## src/design/htq_pkg.sv

```systemverilog
package htq_pkg;

  localparam int GRID_VERTS_SIDE = 64;  // vertices along each side of the grid

  localparam int HEIGHT_W  = 32;
  localparam int COORD_W   = 32;
  localparam int VIDX_W    = 6;
  localparam int TSIZE_W   = 24;
  localparam int TILES_W   = 6;
  localparam int TILE_W    = 8;   // tile index, wide enough for 256 vertices a side
  localparam int FRAC_W    = 17;  // Q0.16 plus one bit to hold 1.0
  localparam int QUOT_W    = COORD_W + 16;
  localparam int DIV_STAGES = QUOT_W;

  localparam logic [FRAC_W-1:0] FRAC_ONE = 17'h10000;

  localparam logic KIND_WRITE = 1'b0;
  localparam logic KIND_QUERY = 1'b1;

  localparam int CFG_IDX_W = 1;
  localparam logic [CFG_IDX_W-1:0] REG_TILE_SIZE  = 1'b0;
  localparam logic [CFG_IDX_W-1:0] REG_GRID_TILES = 1'b1;

  typedef struct packed {
    logic [TSIZE_W-1:0] r;
    logic [QUOT_W-1:0]  dq;
  } div_st_t;

  typedef struct packed {
    logic                 kind;
    logic [VIDX_W-1:0]    vertex_col;
    logic [VIDX_W-1:0]    vertex_row;
    logic [HEIGHT_W-1:0]  height_value;
  } front_meta_t;

  typedef struct packed {
    logic              ok;
    logic [TILE_W-1:0] tile;
    logic [FRAC_W-1:0] frac;
  } loc_t;

  typedef struct packed {
    logic                 kind;
    logic                 oor;
    logic [TILE_W-1:0]    tx;
    logic [TILE_W-1:0]    tz;
    logic [FRAC_W-1:0]    fx;
    logic [FRAC_W-1:0]    fz;
    logic [VIDX_W-1:0]    vertex_col;
    logic [VIDX_W-1:0]    vertex_row;
    logic [HEIGHT_W-1:0]  height_value;
  } htq_entry_t;

  // one restoring step: one quotient bit
  function automatic div_st_t div_step(div_st_t s, logic [TSIZE_W-1:0] ts);
    logic [TSIZE_W:0] r2;
    div_st_t o;
    r2 = {s.r, s.dq[QUOT_W-1]};
    o.dq = {s.dq[QUOT_W-2:0], 1'b0};
    if (r2 >= {1'b0, ts}) begin
      o.r = TSIZE_W'(r2 - {1'b0, ts});
      o.dq[0] = 1'b1;
    end else begin
      o.r = r2[TSIZE_W-1:0];
    end
    return o;
  endfunction

  // quotient of (c << 16) / ts: upper bits are the tile, lower the fraction
  function automatic loc_t locate(logic [QUOT_W-1:0] q, logic [TSIZE_W-1:0] r,
                                  logic [TILE_W-1:0] n);
    logic [COORD_W-1:0] t;
    logic [15:0] f;
    loc_t o;
    t = q[QUOT_W-1:16];
    f = q[15:0];
    if (t < COORD_W'(n)) begin
      o.ok = 1'b1;
      o.tile = t[TILE_W-1:0];
      o.frac = {1'b0, f};
    end else if (t == COORD_W'(n) && f == '0 && r == '0) begin
      o.ok = 1'b1;
      o.tile = n - 1'b1;
      o.frac = FRAC_ONE;
    end else begin
      o.ok = 1'b0;
      o.tile = '0;
      o.frac = '0;
    end
    return o;
  endfunction

endpackage

```

## src/design/htq_queue.sv

```systemverilog
module htq_queue (
  input  logic                clk,
  input  logic                rst,
  input  logic                push,
  input  htq_pkg::htq_entry_t push_entry,
  input  logic                pop,
  output htq_pkg::htq_entry_t head,
  output logic                full,
  output logic                empty
);
  import htq_pkg::*;

  localparam int DEPTH = 4;
  localparam int PW = $clog2(DEPTH);

  htq_entry_t     q [DEPTH];
  logic [PW-1:0]  wp, rp;
  logic [PW:0]    cnt;

  assign full = cnt == (PW+1)'(DEPTH);
  assign empty = cnt == '0;
  assign head = q[rp];

  always_ff @(posedge clk) begin
    if (rst) begin
      wp <= '0;
      rp <= '0;
      cnt <= '0;
    end else begin
      if (push) wp <= wp + 1'b1;
      if (pop) rp <= rp + 1'b1;
      if (push && !pop) cnt <= cnt + 1'b1;
      else if (pop && !push) cnt <= cnt - 1'b1;
    end
  end

  always_ff @(posedge clk) begin
    if (push) q[wp] <= push_entry;
  end

endmodule

```

## config.mk

```make
export PLATFORM = sky130hd
export DESIGN_NAME = htq_queue
export DESIGN_NICKNAME = d
export VERILOG_FILES = /design/src/design/htq_pkg.sv /design/src/design/htq_queue.sv
export SDC_FILE = /design/constraint.sdc
export NUM_CORES = 1
export LEC_CHECK = 0
export ABC_CLOCK_PERIOD_IN_PS = 3900
export BUFFER_PORTS_ARGS = -buffer_cell sky130_fd_sc_hd__clkbuf_2
export CAP_MARGIN = 20
export CORE_MARGIN = 10
export CORE_UTILIZATION = 45
export DETAILED_ROUTE_END_ITERATION = 6
export REMOVE_ABC_BUFFERS = 1
export SLEW_MARGIN = 20
export SYNTH_ARGS = -nofsm -noshare
export SYNTH_HDL_FRONTEND = slang
export SYNTH_SLANG_ARGS = --single-unit
```

## constraint.sdc

```tcl
create_clock -name clk -period 3.9 [get_ports clk]
set_input_delay 0.78 -clock clk [delete_from_list [all_inputs] [get_ports clk]]
set_output_delay 0.78 -clock clk [all_outputs]
set_load 0.005 [all_outputs]
```

==> impl_results.md <==
- GRT Resource Usage Total: 0.1456
- Endpoint arrival time on the critical path: 2.32 ns
- Worst rel slew slack: 0.4483
- Number of antenna violations at the first check in global routing: 2
- Hold Fails Final Rpt: 0
- Dpl ws: 1.271 ns
- Leading cell type in the layout, fill and taps excluded: edfxtp_1
- Maximum buffer depth of the clock tree: 3
- Pin count of the biggest net entering global routing: 70
- Part of the power in registers: 0.527
- Portion of netlist area occupied by mux cells: 0.1527
- # fillers: 2389
- Setup Buffers After CTS: 0
- Clock tree from TritonCTS: yes
- Vertical die dimension: 198.2 um
- Vias/cell: 5.395
- Global-route track usage on met1: 0.1784
- Die area: 39280 sq um
- Top cells by area in the synthesized netlist: edfxtp_1, mux4_2, dfxtp_1, ha_1, buf_8
- Vias in the first global route: 7251
- Leakage dissipation: 5.767 nW
- Achievable Freq: 322.4 MHz
- Finished layout cell area: 17050 sq um
- Post-detail-place hpwl: 17.41 mm
- Clock latency reported for the late side of the worst-skew pair: 0.52 ns
- Wire length of the first global-routing pass: 43.57 mm
- I/O pins: 198
- Post-cts resize count: 0
- Synth Register Bits: 393
- Number of hold buffers added after cts: 0
- Xor/xnor share of the synthesized area: 0.003065
- Required @ worst endpoint: 3.12 ns
- Final setup margin: 0.7979 ns
- Unrepaired setup endpoints after global routing: false
- GR met2 Demand/Resource: 0.2430
- Actual slew at the worst max-slew pin: 0.8276 ns
- Reported max-cap violation count: 0
- DRT iter0 DRCs: 364
- Antenna cell count: 0
- Clock share of power: 0.386
- DRC Markers: 0
- Cell area after technology mapping: 14290 sq um
- Clock transition at the registers of the reported paths: 0.06 ns
- Portion of the clock cycle consumed by the worst path in the final layout: 0.7954
- Yosys Warn Count: 0
- Int Power: 7.391 mW
- CTS H-Tree Depth: 2
- Outcome: finished clean
- Highest-utilization routing layer at the global route stage: met2
- P_sw: 1.971 mW
- Pwr Density: 549.2 nW/um^2
- Final Max Tran Viols: 0
- Avg Inst Size Synth: 26.17 sq um
- Class of the most critical setup path: flip-flop to output pin
- Synthesized netlist cell count: 546
- WL final: 28.57 mm
- Number of library cell types mapped by synthesis: 22
- NumNets Final: 879
- Die outline width: 198.2 um
- Area Growth Syn to Fin: 19.31%
- GR met3 Demand/Resource: 0.05194
- Via total after detailed routing: 6496
- Root cell of the clock tree: clkbuf_16
- Effective utilization at floorplan: 0.4539
- Num CTS Buffers: 41
- Detail Route Antenna Nets: 0
- Startpoint Class: flip-flop
- Pre-antenna DRT Iters: 4
- CORE AREA: 31470 sq um
- Worst clock skew: 0.02113 ns
- Final RePlAce weighted congestion: 0.7112
- Area leader, netlist: edfxtp_1
- Port buffer count: 197
- Routed length per placed instance: 23.73 um
- IR drop worst, VDD: 0.0003542 V
- Min Clock Period, post-route: 3.102 ns
- Number of core rows: 65
- Most used cells in the layout excluding fill and tap cells: edfxtp_1, clkbuf_2, mux4_2
- Layout cell share with drive strength beyond 1: 0.4526
- Total clock sinks: 393
- Synthesized-area fraction occupied by adder cells: 0.005780
- Critical Path End Type: output pin
- Switching share of total power: 0.2105
- Sequential fraction of the synthesis area: 0.8197
- Final count of negative-setup-slack endpoints: 0
- Share of the synthesized area in compound gates (AO/OA/AOI/OAI): 0.0007006
- Worst hold-check path type: input port to flip-flop
- Dominant combinational cell family by area after synthesis: multiplexers
- Share of the synthesized area in the top cell type: 0.8071
- Basic-gate share of the synthesized area counting and, or, nand and nor cells: 0.005167
- Highest net fanout along the worst path: 41
- Placed instance area: 15790 sq um
- Power share of the combinational group: 0.087
- Overall overflow remaining after global route: 0
==> registers in the layout (all words and copies together), names as in the netlist, named ones only <==
name and flops:
q 384, cnt 3, wp 2, rp 2
==> worst max-delay path, cell delays in order (launching register included) <==
cell	delay [ns]
dfxtp_4	0.63
buf_12	0.39
mux4_2	0.60
clkbuf_2	0.14
==> per-layer routing <==
layer | vias up | wire, um
met2 | 177 | 14390
li1 | 2799 | -
met1 | 3472 | 11360
met3 | 44 | 2374
met5 | - | 16
met4 | 4 | 437
==> path summary, 6_finish.rpt <==
kind	from	end	slack, ns	cells after the start
setup / recovery	flip-flop	head[75]	0.80	3
hold / removal	push_entry[54]	q[3][54]$_DFFE_PP_	0.48	1
setup reg to reg	wp[0]$_SDFFE_PP0P_	q[0][57]$_DFFE_PP_	1.92	4
hold reg to reg	cnt[2]$_SDFFE_PP0P_	cnt[2]$_SDFFE_PP0P_	0.52	2
==> cell usage after synthesis <==
cell type  instances
edfxtp_1         384
mux4_2            96
buf_2             11
dfxtp_1            9
nor2_1             7
clkbuf_1           6
ha_1               5
and2_1             4
buf_8              4
inv_1              4
xor2_1             3
mux2i_1            2
xnor2_1            2
a21oi_1            1
buf_12             1
buf_6              1
fa_1               1
nand2_1            1
nor3_1             1
nor3b_1            1
o21ai_0            1
or3_1              1
==> power groups by stage <==
stage	clock (mW)	sequential [mW]	combinational (mW)
global placement	0	5.01	0.825
detailed placement	0	5.02	0.843
finish	3.62	4.93	0.814
global route	3.90	4.95	0.895
CTS	3.72	4.93	0.846
floorplan	0	5.05	0.417
==> cell families after synthesis <==
family,Yosys count
XOR/XNOR,5
adder cells (fa/ha/maj),6
buffers and inverters,27
multiplexers,98
AND/OR/NAND/NOR,15
AO/OA/AOI/OAI,2
flip-flops,393
==> per-stage QoR <==
step | setup TNS (ns) | utilization | power (mW) | cells | hold WS (ns)
after floorplan | -148.60 | - | 5.471 | 523 | 0.4603
after global placement | 0 | 0.5016 | 5.832 | 1132 | 0.4782
after detailed placement | 0 | 0.5016 | 5.867 | 1132 | 0.5074
after CTS | 0 | 0.5416 | 9.498 | 1204 | 0.4546
after global routing | 0 | 0.5416 | 9.741 | 1204 | 0.4561
final | 0 | 0.5416 | 9.363 | 1204 | 0.4782
==> final cells by class <==
| class | instances | area, sq um | share of cell area |
|---|---|---|---|
| flip-flops and latches | 393 | 11720 | 0.6875 |
| multi-input cells | 126 | 2402 | 0.1409 |
| repair buffers | 207 | 1149 | 0.06738 |
| clock buffers | 51 | 1106 | 0.06489 |
| well taps | 402 | 503.0 | 0.02951 |
| clock inverters | 21 | 152.6 | 0.008955 |
| inverters | 4 | 15.01 | 0.0008808 |
Note: power is estimated with default switching activity, not from simulation.
